File: src/design/rplm_pkg.sv
package rplm_pkg;

  localparam int SMP_W          = 16;
  localparam int MAG_W          = 16;
  localparam int SQ_W           = 2 * MAG_W;
  localparam int MEAN_W         = 32;
  localparam int RMS_W          = 16;
  localparam int PEAK_W         = 15;
  localparam int OUT_DATA_W     = 32;
  localparam int MAX_WINDOW_DEF = 16384;
  localparam int SUM_W_DEF      = SQ_W - 1 + $clog2(MAX_WINDOW_DEF) + 1;
  localparam int DEN_W_DEF      = $clog2(MAX_WINDOW_DEF + 1);

  localparam logic [RMS_W-1:0] FULL_SCALE = RMS_W'(32768);

endpackage

File: src/design/rms_peak_level_meter_unit.sv
// Windowed RMS and peak level meter.
// Input stream: one signed 16-bit PCM sample per word on in_tdata, in_tlast
// marks the last sample of a level window. Result stream: one word per
// window, carrying the RMS level and the peak level (units of 1/32768, so
// 32768 is full scale) and, on out_tuser, a flag for samples dropped because
// the window already held MAX_WINDOW samples.
// Each sample is squared by a bit-serial shift-add multiplier, one bit a
// cycle, so a sample that does not end a window holds in_tready low until
// its square has been added to the window sum. A sample beyond MAX_WINDOW
// is dropped without being squared.
// At a window end the mean is found by a restoring divider over the SUM_W-bit
// window sum (46 bits at the default MAX_WINDOW) and the root by a
// two-bit-per-cycle square root.
// The result sits in an output register; the next window is accepted while
// it waits. If the receiver still stalls when the next result is ready the
// block holds it and keeps in_tready low until out_tready frees the register.
// A synchronous reset clears the window state and empties the output.
module rms_peak_level_meter_unit #(
  parameter int MAX_WINDOW = rplm_pkg::MAX_WINDOW_DEF
) (
  input  logic                            clk,
  input  logic                            rst_n,
  input  logic                            in_tvalid,
  output logic                            in_tready,
  input  logic [rplm_pkg::SMP_W-1:0]      in_tdata,   // [15:0] sample
  input  logic                            in_tlast,   // window_end
  output logic                            out_tvalid,
  input  logic                            out_tready,
  output logic [rplm_pkg::OUT_DATA_W-1:0] out_tdata,  // [15:0] rms_level, [30:16] peak_level
  output logic                            out_tuser   // window_overflowed
);
  import rplm_pkg::*;

  localparam int SUM_W = SQ_W - 1 + $clog2(MAX_WINDOW) + 1;
  localparam int DEN_W = $clog2(MAX_WINDOW + 1);

  typedef enum logic [4:0] {
    S_IDLE = 5'b00001,
    S_SQR  = 5'b00010,
    S_DIV  = 5'b00100,
    S_SQRT = 5'b01000,
    S_OUT  = 5'b10000
  } state_t;

  state_t             state_r, state_nxt;
  logic [SUM_W-1:0]   sum_r, sum_nxt;
  logic [PEAK_W-1:0]  peak_r, peak_nxt;
  logic [DEN_W-1:0]   cnt_r, cnt_nxt;
  logic               ovf_r, ovf_nxt;
  logic               last_r, last_nxt;
  logic [RMS_W-1:0]   rms_r, rms_nxt;
  logic               out_valid_r, out_valid_nxt;
  logic [RMS_W-1:0]   out_rms_r;
  logic [PEAK_W-1:0]  out_peak_r;
  logic               out_ovf_r;
  logic               load_out;

  logic               in_acc;
  logic               full;
  logic [MAG_W-1:0]   mag;
  logic [SUM_W-1:0]   sum_add;
  logic               sq_start, sq_done;
  logic [SQ_W-1:0]    sq_res;
  logic               div_start, div_done;
  logic [SUM_W-1:0]   div_num;
  logic [MEAN_W-1:0]  mean;
  logic               rt_start, rt_done;
  logic [RMS_W-1:0]   root;

  assign in_tready = (state_r == S_IDLE);
  assign in_acc    = in_tvalid && in_tready;
  assign full      = (cnt_r == DEN_W'(MAX_WINDOW));
  assign mag       = in_tdata[SMP_W-1] ? (~in_tdata + SMP_W'(1)) : in_tdata;
  assign sum_add   = sum_r + SUM_W'(sq_res);
  assign div_num   = (state_r == S_SQR) ? sum_add : sum_r;

  always_comb begin
    state_nxt     = state_r;
    sum_nxt       = sum_r;
    peak_nxt      = peak_r;
    cnt_nxt       = cnt_r;
    ovf_nxt       = ovf_r;
    last_nxt      = last_r;
    rms_nxt       = rms_r;
    out_valid_nxt = out_valid_r && !out_tready;
    load_out      = 1'b0;
    sq_start      = 1'b0;
    div_start     = 1'b0;
    rt_start      = 1'b0;
    unique case (state_r)
      S_IDLE: begin
        if (in_acc) begin
          last_nxt = in_tlast;
          if (full) begin
            ovf_nxt = 1'b1;
            if (in_tlast) begin
              if (cnt_r != '0) begin
                div_start = 1'b1;
                state_nxt = S_DIV;
              end else begin
                rms_nxt   = '0;
                state_nxt = S_OUT;
              end
            end
          end else begin
            sq_start = 1'b1;
            cnt_nxt  = cnt_r + DEN_W'(1);
            if (!in_tdata[SMP_W-1] && (in_tdata[PEAK_W-1:0] > peak_r)) begin
              peak_nxt = in_tdata[PEAK_W-1:0];
            end
            state_nxt = S_SQR;
          end
        end
      end
      S_SQR: begin
        if (sq_done) begin
          sum_nxt = sum_add;
          if (last_r) begin
            div_start = 1'b1;
            state_nxt = S_DIV;
          end else begin
            state_nxt = S_IDLE;
          end
        end
      end
      S_DIV: begin
        if (div_done) begin
          rt_start  = 1'b1;
          state_nxt = S_SQRT;
        end
      end
      S_SQRT: begin
        if (rt_done) begin
          rms_nxt   = (root > FULL_SCALE) ? FULL_SCALE : root;
          state_nxt = S_OUT;
        end
      end
      S_OUT: begin
        if (!out_valid_r || out_tready) begin
          load_out      = 1'b1;
          out_valid_nxt = 1'b1;
          sum_nxt       = '0;
          peak_nxt      = '0;
          cnt_nxt       = '0;
          ovf_nxt       = 1'b0;
          state_nxt     = S_IDLE;
        end
      end
      default: begin
        state_nxt = S_IDLE;
      end
    endcase
  end

  always_ff @(posedge clk) begin
    if (!rst_n) begin
      state_r     <= S_IDLE;
      sum_r       <= '0;
      peak_r      <= '0;
      cnt_r       <= '0;
      ovf_r       <= 1'b0;
      last_r      <= 1'b0;
      out_valid_r <= 1'b0;
    end else begin
      state_r     <= state_nxt;
      sum_r       <= sum_nxt;
      peak_r      <= peak_nxt;
      cnt_r       <= cnt_nxt;
      ovf_r       <= ovf_nxt;
      last_r      <= last_nxt;
      out_valid_r <= out_valid_nxt;
    end
  end

  always_ff @(posedge clk) begin
    rms_r <= rms_nxt;
    if (load_out) begin
      out_rms_r  <= rms_r;
      out_peak_r <= peak_r;
      out_ovf_r  <= ovf_r;
    end
  end

  rplm_square u_square (
    .clk    (clk),
    .rst_n  (rst_n),
    .start  (sq_start),
    .mag    (mag),
    .done   (sq_done),
    .square (sq_res)
  );

  rplm_div #(
    .SUM_W (SUM_W),
    .DEN_W (DEN_W)
  ) u_div (
    .clk      (clk),
    .rst_n    (rst_n),
    .start    (div_start),
    .dividend (div_num),
    .divisor  (cnt_r),
    .done     (div_done),
    .quotient (mean)
  );

  rplm_sqrt u_sqrt (
    .clk      (clk),
    .rst_n    (rst_n),
    .start    (rt_start),
    .radicand (mean),
    .done     (rt_done),
    .root     (root)
  );

  assign out_tvalid = out_valid_r;
  assign out_tdata  = {{(OUT_DATA_W - RMS_W - PEAK_W){1'b0}}, out_peak_r, out_rms_r};
  assign out_tuser  = out_ovf_r;

endmodule

File: src/design/rplm_square.sv
module rplm_square (
  input  logic                       clk,
  input  logic                       rst_n,
  input  logic                       start,
  input  logic [rplm_pkg::MAG_W-1:0] mag,
  output logic                       done,
  output logic [rplm_pkg::SQ_W-1:0]  square
);
  import rplm_pkg::*;

  localparam int STEP_W = $clog2(MAG_W);

  logic [SQ_W-1:0]   prod_r, prod_nxt;
  logic [MAG_W-1:0]  mcand_r;
  logic [STEP_W-1:0] step_r;
  logic              busy_r;
  logic              done_r;
  logic [MAG_W:0]    part_sum;

  // shift-add, one multiplier bit a cycle
  always_comb begin
    part_sum = {1'b0, prod_r[SQ_W-1:MAG_W]};
    if (prod_r[0]) begin
      part_sum = part_sum + {1'b0, mcand_r};
    end
    prod_nxt = {part_sum, prod_r[MAG_W-1:1]};
  end

  always_ff @(posedge clk) begin
    if (!rst_n) begin
      busy_r <= 1'b0;
      done_r <= 1'b0;
      step_r <= '0;
    end else begin
      done_r <= 1'b0;
      if (start) begin
        busy_r <= 1'b1;
        step_r <= '0;
      end else if (busy_r) begin
        step_r <= step_r + STEP_W'(1);
        if (step_r == STEP_W'(MAG_W - 1)) begin
          busy_r <= 1'b0;
          done_r <= 1'b1;
        end
      end
    end
  end

  always_ff @(posedge clk) begin
    if (start) begin
      prod_r  <= {{MAG_W{1'b0}}, mag};
      mcand_r <= mag;
    end else if (busy_r) begin
      prod_r <= prod_nxt;
    end
  end

  assign done   = done_r;
  assign square = prod_r;

endmodule

File: src/design/rplm_div.sv
module rplm_div #(
  parameter int SUM_W = rplm_pkg::SUM_W_DEF,
  parameter int DEN_W = rplm_pkg::DEN_W_DEF
) (
  input  logic                        clk,
  input  logic                        rst_n,
  input  logic                        start,
  input  logic [SUM_W-1:0]            dividend,
  input  logic [DEN_W-1:0]            divisor,
  output logic                        done,
  output logic [rplm_pkg::MEAN_W-1:0] quotient
);
  import rplm_pkg::*;

  localparam int STEP_W = $clog2(SUM_W);

  logic [SUM_W-1:0]  quo_r;
  logic [DEN_W-1:0]  rem_r, rem_nxt;
  logic [DEN_W-1:0]  den_r;
  logic [STEP_W-1:0] step_r;
  logic              busy_r;
  logic              done_r;
  logic [DEN_W:0]    trial;
  logic [DEN_W:0]    diff;
  logic              fits;

  // restoring division, one quotient bit a cycle
  always_comb begin
    trial   = {rem_r, quo_r[SUM_W-1]};
    diff    = trial - {1'b0, den_r};
    fits    = trial >= {1'b0, den_r};
    rem_nxt = fits ? diff[DEN_W-1:0] : trial[DEN_W-1:0];
  end

  always_ff @(posedge clk) begin
    if (!rst_n) begin
      busy_r <= 1'b0;
      done_r <= 1'b0;
      step_r <= '0;
    end else begin
      done_r <= 1'b0;
      if (start) begin
        busy_r <= 1'b1;
        step_r <= '0;
      end else if (busy_r) begin
        step_r <= step_r + STEP_W'(1);
        if (step_r == STEP_W'(SUM_W - 1)) begin
          busy_r <= 1'b0;
          done_r <= 1'b1;
        end
      end
    end
  end

  always_ff @(posedge clk) begin
    if (start) begin
      quo_r <= dividend;
      rem_r <= '0;
      den_r <= divisor;
    end else if (busy_r) begin
      quo_r <= {quo_r[SUM_W-2:0], fits};
      rem_r <= rem_nxt;
    end
  end

  assign done     = done_r;
  assign quotient = MEAN_W'(quo_r);

endmodule

File: src/design/rplm_sqrt.sv
module rplm_sqrt (
  input  logic                        clk,
  input  logic                        rst_n,
  input  logic                        start,
  input  logic [rplm_pkg::MEAN_W-1:0] radicand,
  output logic                        done,
  output logic [rplm_pkg::RMS_W-1:0]  root
);
  import rplm_pkg::*;

  localparam int RT_W   = MEAN_W / 2;
  localparam int REM_W  = RT_W + 3;
  localparam int STEP_W = $clog2(RT_W);

  logic [MEAN_W-1:0] rad_r;
  logic [RT_W-1:0]   root_r;
  logic [REM_W-1:0]  rem_r, rem_nxt;
  logic [STEP_W-1:0] step_r;
  logic              busy_r;
  logic              done_r;
  logic [REM_W-1:0]  shifted;
  logic [REM_W-1:0]  trial;
  logic              fits;

  // digit-by-digit root, two radicand bits a cycle
  always_comb begin
    shifted = {rem_r[REM_W-3:0], rad_r[MEAN_W-1 -: 2]};
    trial   = {1'b0, root_r, 2'b01};
    fits    = shifted >= trial;
    rem_nxt = fits ? (shifted - trial) : shifted;
  end

  always_ff @(posedge clk) begin
    if (!rst_n) begin
      busy_r <= 1'b0;
      done_r <= 1'b0;
      step_r <= '0;
    end else begin
      done_r <= 1'b0;
      if (start) begin
        busy_r <= 1'b1;
        step_r <= '0;
      end else if (busy_r) begin
        step_r <= step_r + STEP_W'(1);
        if (step_r == STEP_W'(RT_W - 1)) begin
          busy_r <= 1'b0;
          done_r <= 1'b1;
        end
      end
    end
  end

  always_ff @(posedge clk) begin
    if (start) begin
      rad_r  <= radicand;
      root_r <= '0;
      rem_r  <= '0;
    end else if (busy_r) begin
      rad_r  <= {rad_r[MEAN_W-3:0], 2'b00};
      root_r <= {root_r[RT_W-2:0], fits};
      rem_r  <= rem_nxt;
    end
  end

  assign done = done_r;
  assign root = RMS_W'(root_r);

endmodule

File: config.mk
export PLATFORM = sky130hd
export DESIGN_NAME = rms_peak_level_meter_unit
export DESIGN_NICKNAME = d
export VERILOG_FILES = /design/src/design/rplm_pkg.sv /design/src/design/rms_peak_level_meter_unit.sv /design/src/design/rplm_square.sv /design/src/design/rplm_div.sv /design/src/design/rplm_sqrt.sv
export SDC_FILE = /design/constraint.sdc
export NUM_CORES = 1
export LEC_CHECK = 0
export BUFFER_PORTS_ARGS = -buffer_cell sky130_fd_sc_hd__buf_2
export CAP_MARGIN = 10
export CORE_AREA = 10 10 242 337
export CTS_CLUSTER_DIAMETER = 60
export DETAILED_ROUTE_END_ITERATION = 10
export DIE_AREA = 0 0 252 347
export HOLD_SLACK_MARGIN = 0.12
export MAX_ROUTING_LAYER = met4
export PLACE_DENSITY = 0.41
export SYNTH_ARGS = -nofsm -noshare
export SYNTH_HDL_FRONTEND = slang
export SYNTH_SLANG_ARGS = --single-unit
File: constraint.sdc
create_clock -name clk -period 7.1 [get_ports clk]
set_input_delay 1.065 -clock clk [delete_from_list [all_inputs] [get_ports clk]]
set_output_delay 1.065 -clock clk [all_outputs]
set_load 0.01 [all_outputs]
==> impl_metrics.json, run 1 <==
{
  "ir_worst_vdd_v": 0.000152,
  "critPathKind": "reg -> reg",
  "status": "finished clean",
  "drive_above_1_share_pct": 8.35,
  "tns_ns": 0,
  "cts_setup_buffers": 0,
  "p_sw_mw": 1.98,
  "syn_inst": 2013,
  "htreeDepth": 2,
  "die_x_um": 252,
  "cp-end-kind": "flip-flop",
  "synthTopCellsByArea": "edfxtp_1 28%, dfxtp_1 18%, ha_1 6.9%",
  "worstHoldPathType": "reg -> reg",
  "synth_area_um2": 18600,
  "nets": 2166,
  "cts_tree": "built",
  "maxCapViolCount": 0,
  "critPathLaunchType": "flip-flop",
  "slew_violations": 0,
  "min_period_ns": 3.84,
  "avgSynthCellArea_um2": 9.26,
  "num_rows": 119,
  "min_from": "rms_r[7]",
  "slew_headroom_pct": 23.4,
  "multi_input_comb_area_um2": 9420,
  "antenna_left": 0,
  "fillers": 8061,
  "synth-seq-area-share_pct": 45.9,
  "vias": 14564,
  "antenna-diode-count": 0,
  "yosysTopAreaCell": "edfxtp_1",
  "cts_sinks": 341,
  "finalSetupViolCount": 0,
  "drt_wl_total_mm": 53.0,
  "synthFlopType": "edfxtp_1",
  "first_global_vias": 14790,
  "pwr-share-seq_pct": 40.0,
  "fin_area_um2": 21300,
  "synth_edf_count": 173,
  "cts_buffers": 42,
  "skew_ns": 0.0199,
  "grt_usage_pct": 12.3,
  "holdBufCountCts": 0,
  "worstMarginPinSlew_ns": 1.15,
  "seq_area_um2": 8560,
  "clkTransAtPathRegs_ns": 0.06,
  "yosys_warnings": 0,
  "routabilityCongestion": 0.836,
  "dieArea_um2": 87400,
  "worstPathMaxFanout": 21,
  "io_pins": 56,
  "routed_via_density": 4.79,
  "internal-power_mw": 4.09,
  "drc": 0,
  "post_cts_resized": 0,
  "fmax_mhz": 261,
  "grt_first_pass_wirelength_mm": 84.0,
  "grt_max_degree": 61,
  "final_cell_mix": "287 x nand2_1, 194 x nor2_1, 173 x edfxtp_1, 167 x dfxtp_1, 135 x a21oi_1",
  "grt_antenna_before_repair": 0,
  "arrival_ns": 4.15,
  "synthArstFlopShare_pct": 0,
  "worstSkewPairLatency_ns": 0.57,
  "globalRoute.totalOverflow": 0,
  "power.total_mw": 6.07,
  "place_area_um2": 19900,
  "cts-root-buf": "clkbuf_16",
  "drt_iter0_markers": 959,
  "critPathLaunch": "u_square.square[0]",
  "clockBufferDepth": 3,
  "first_pass_iters": 7,
  "portBuffers": 54,
  "min_period_over_period_pct": 54.0,
  "area_growth_syn_to_layout_pct": 14.2,
  "power_frac_clock_pct": 34.9,
  "p_leak_nw": 7.90,
  "power.share.switching_pct": 32.6,
  "worstPathRequired_ns": 7.41,
  "yosysTopAreaCellShare_pct": 27.9,
  "coreArea_um2": 75000,
  "rr_startpoint": "u_square.square[0]",
  "yosysUniqueCellTypes": 85,
  "synthesis.nets": 2140,
  "synth-seq-cells": 341,
  "hold_viol": 0,
  "layout_commonest_cell": "nand2_1",
  "rsz0062_at_grt": "false",
  "p_comb_share_pct": 25.1,
  "power_density_nw_per_um2": 285,
  "start_util_pct": 24.8,
  "hpwl_mm": 39.4,
  "die_h_um": 347,
  "wire_per_inst_um": 17.4
}
layer usage:
layer	vias up	global-route usage, %	routed length, um
met5	-	-	0
met4	0	4.21	1560
met3	82	1.57	1650
met2	263	21.6	26900
met1	6908	14.2	22900
li1	7311	-	-
flip-flops by register name, indices dropped and copies added, names as in the netlist, 15 cells and up:
register,count
u_square.square,32
u_sqrt.rad_r,32
peak_r,15
out_peak_r,15
u_sqrt.root,16
out_rms_r,16
u_square.mcand_r,16
u_div.quo_r,46
rms_r,16
sum_r,46
cnt_r,15
u_sqrt.rem_r,17
u_div.den_r,15
u_div.rem_r,15
final timing paths:
path / end / slack (ns) / cells past startpoint
max: u_div.quo_r[38] / 3.26 / 11
min: out_rms_r[7] / 0.42 / 0
max reg2reg: u_div.quo_r[38] / 3.26 / 11
min reg2reg: out_rms_r[7] / 0.42 / 0
power by group through the flow:
stage | clock network (mW) | registers [mW] | logic [mW]
6_report | 2.12 | 2.43 | 1.52
4_1_cts | 2.20 | 2.43 | 1.53
2_1_floorplan | 0 | 2.38 | 1.21
3_5_place_dp | 0 | 2.47 | 1.52
3_3_place_gp | 0 | 2.47 | 1.51
5_1_grt | 2.27 | 2.45 | 1.71
worst max-delay path, stage by stage (launching register included):
cell and delay, ns:
edfxtp_1 0.37, buf_4 0.24, ha_1 0.27, fa_1 0.41, a21oi_1 0.24, o2111ai_2 0.22, a311oi_2 0.56, o211ai_2 0.16
a21oi_2 0.41, or2_1 0.46, or4_1 0.18, a31oi_1 0.07
final cells by class:
type / count / area share (%)
tap: 968 / 5.69
clock inverter: 28 / 1.18
timing repair buffer: 74 / 2.03
multi-input combinational: 1495 / 44.2
inverter: 85 / 1.50
clock buffer: 49 / 5.16
sequential: 341 / 40.2
metrics by stage:
stage	instances	util (%)	hold slack [ns]	setup WS (ns)
floorplan	2013	-	0.400	3.60
global placement	2963	26.6	0.405	3.19
detailed placement	2963	26.6	0.408	3.14
CTS	3040	28.4	0.421	3.22
global route	3040	28.4	0.431	2.97
finish	3040	28.4	0.419	3.26
Yosys cell counts (24+ instances only):
library cell and count:
a31oi_1 34, dfxtp_1 168, nand4_1 24, and2_1 24
ha_1 103, edfxtp_1 173, nand2_1 288, a21oi_1 135
o21ai_0 109, xnor2_1 66, nand3_1 58, mux2i_1 59
nor3_1 28, inv_1 83, and3_1 24, xor2_1 43
a211oi_1 26, a21o_1 25, nor2_1 196, clkbuf_1 63
kinds of logic after synthesis:
kind of cell    synth area share [%]
fa+ha+maj                       7.24
simple gates                    18.1
buf+inv                         3.79
compound gates                  16.4
mux                             3.35
xor+xnor                        5.12
flops                           45.9
other cells                   0.0201
Note: power is estimated with default switching activity, not from simulation.
==> inputs of run 2 (changes only) <==
--- a/config.mk
+++ b/config.mk
@@ -13,7 +13,7 @@
 export DIE_AREA = 0 0 252 347
 export HOLD_SLACK_MARGIN = 0.12
 export MAX_ROUTING_LAYER = met4
-export PLACE_DENSITY = 0.41
+export PLACE_DENSITY = 0.42
 export SYNTH_ARGS = -nofsm -noshare
 export SYNTH_HDL_FRONTEND = slang
 export SYNTH_SLANG_ARGS = --single-unit
==> constraint.sdc (replaced) <==
create_clock -name clk -period 3.41 [get_ports clk]
set_input_delay 0.5115 -clock clk [delete_from_list [all_inputs] [get_ports clk]]
set_output_delay 0.5115 -clock clk [all_outputs]
set_load 0.01 [all_outputs]
==> run 2 against run 1 <==
Net effect:
- power up 110%
- first-iteration DRC count down 14%
- final area up 1.6%
- critical path type unchanged
- critical endpoint is now u_div.quo_r[24]
- largest power group unchanged
==> impl_metrics.json, run 2 (synthesis gave the netlist of run 1 again) <==
{
  "power_frac_clock_pct": 34.5,
  "htreeDepth": 2,
  "cts_sinks": 341,
  "rr_startpoint": "u_square.square[0]",
  "routabilityCongestion": 0.883,
  "drt_wl_total_mm": 53.3,
  "routed_via_density": 4.82,
  "power.share.switching_pct": 32.5,
  "vias": 14811,
  "holdBufCountCts": 0,
  "final_cell_mix": "287 x nand2_1, 194 x nor2_1, 173 x edfxtp_1, 167 x dfxtp_1, 134 x a21oi_1",
  "antenna-diode-count": 0,
  "cts-root-buf": "clkbuf_16",
  "layout_commonest_cell": "nand2_1",
  "timing.final.ws_setup_ns": 0.215,
  "skew_ns": 0.0225,
  "p_sw_mw": 4.12,
  "place_area_um2": 20300,
  "worstSkewPairLatency_ns": 0.57,
  "hpwl_mm": 39.8,
  "slowest_stage": "a311oi_2",
  "status": "finished clean",
  "internal-power_mw": 8.57,
  "drt_iter0_markers": 821,
  "pwr-share-seq_pct": 39.9,
  "drc": 0,
  "ir_worst_vdd_v": 0.000391,
  "clockBufferDepth": 3,
  "portBuffers": 54,
  "critPathLaunch": "u_square.square[0]",
  "min_period_over_period_pct": 93.7,
  "fin_area_um2": 21600,
  "power_density_nw_per_um2": 587,
  "worstMarginPinSlew_ns": 1.11,
  "num_rows": 119,
  "cp-end-kind": "flip-flop",
  "antenna_left": 0,
  "top_regs": "sum_r: 46 flops, u_div.quo_r: 46 flops",
  "finalSetupViolCount": 0,
  "area_growth_syn_to_layout_pct": 16.0,
  "hold_viol": 0,
  "cts_buffers": 41,
  "nets": 2201,
  "dieArea_um2": 87400,
  "grt_first_pass_wirelength_mm": 84.7,
  "first_pass_iters": 7,
  "grt_usage_pct": 12.4,
  "coreArea_um2": 75000,
  "grt_antenna_before_repair": 0,
  "globalRoute.totalOverflow": 0,
  "io_pins": 56,
  "slew_headroom_pct": 25.8,
  "maxCapViolCount": 0,
  "start_util_pct": 24.8,
  "slew_violations": 0,
  "cp_cell_sequence": "ha_1, fa_2, a21oi_2, o2111ai_2, a311oi_2, buf_4, o31a_1, o21ai_0, a31oi_1, mux2i_1, nand3_1",
  "first_global_vias": 15067,
  "die_x_um": 252,
  "arrival_ns": 3.51,
  "fillers": 8030,
  "critPathLaunchType": "flip-flop",
  "p_comb_share_pct": 25.6,
  "min_from": "in_tdata[0]",
  "worstPathRequired_ns": 3.73,
  "worstHoldPathType": "in -> reg",
  "critPathKind": "reg -> reg",
  "worstPathMaxFanout": 3,
  "pre_cts_slack_ns": -0.0228,
  "fmax_mhz": 313,
  "wire_per_inst_um": 17.3,
  "die_h_um": 347,
  "drive_above_1_share_pct": 10.0,
  "clkTransAtPathRegs_ns": 0.06,
  "max_stage_delay_ns": 0.40,
  "p_leak_nw": 8.09,
  "min_period_ns": 3.20,
  "cts_tree": "built",
  "rsz0062_at_grt": "false",
  "grt_max_degree": 56
}
[run 2: layout make-up]
type / count / area, um^2 / share of cell area, %
Clock inverter: 21 / 210 / 0.972
Tap cell: 968 / 1210 / 5.60
Clock buffer: 54 / 1130 / 5.21
Multi-Input combinational cell: 1495 / 9430 / 43.6
Inverter: 85 / 319 / 1.48
Sequential cell: 341 / 8560 / 39.6
Timing Repair Buffer: 110 / 766 / 3.54
[run 2: stage by stage]
| stage | utilization (%) | std cells | TNS [ns] | hold WS, ns | power (mW) |
|---|---|---|---|---|---|
| 6_report | 28.8 | 3074 | 0 | 0.210 | 12.7 |
| 5_1_grt | 28.8 | 3074 | 0 | 0.200 | 13.4 |
| 4_1_cts | 28.8 | 3074 | 0 | 0.183 | 12.9 |
| 3_5_place_dp | 27.0 | 2998 | -0.0228 | 0.405 | 8.40 |
| 3_3_place_gp | 27.0 | 2998 | -0.0853 | 0.406 | 8.36 |
| 2_1_floorplan | - | 2013 | 0 | 0.400 | 7.46 |
[run 2: path summary, 6_finish.rpt]
check / endpoint / slack (ns) / cells past startpoint
worst max-delay path: u_div.quo_r[24] / 0.21 / 11
worst min-delay path: u_square.mcand_r[0] / 0.21 / 1
worst max register to register: u_div.quo_r[24] / 0.21 / 11
worst min register to register: out_rms_r[7] / 0.42 / 0
[run 2: what timing repair did]
item                       4_1_cts  5_1_grt
setup buffers                    1        0
setup endpoints to repair        2        4
pin swaps                        1        2
gates resized for setup          1        2
[run 2: routing by layer]
metal	global-route usage (%)	vias to the layer above	routed length, um
li1	-	7385	-
met1	13.8	7094	22500
met2	22.2	247	27600
met3	1.55	85	1550
met4	4.41	0	1560
met5	-	-	0
[run 2: power by group through the flow]
stage | sequential (mW) | clock (mW) | combinational, mW
2_1_floorplan | 4.95 | 0 | 2.51
3_3_place_gp | 5.15 | 0 | 3.22
3_5_place_dp | 5.16 | 0 | 3.25
4_1_cts | 5.07 | 4.54 | 3.26
5_1_grt | 5.11 | 4.68 | 3.63
6_report | 5.06 | 4.38 | 3.25
[run 2: critical path: cells and delay by family (launching register included)]
family / cells / cell delay, ns
buffers and inverters: 1 / 0.19
and+or+nand+nor: 1 / 0.10
DFF: 1 / 0.39
adders and majority gates: 2 / 0.62
AOI/OAI and AO/OA: 6 / 1.40
muxes: 1 / 0.25
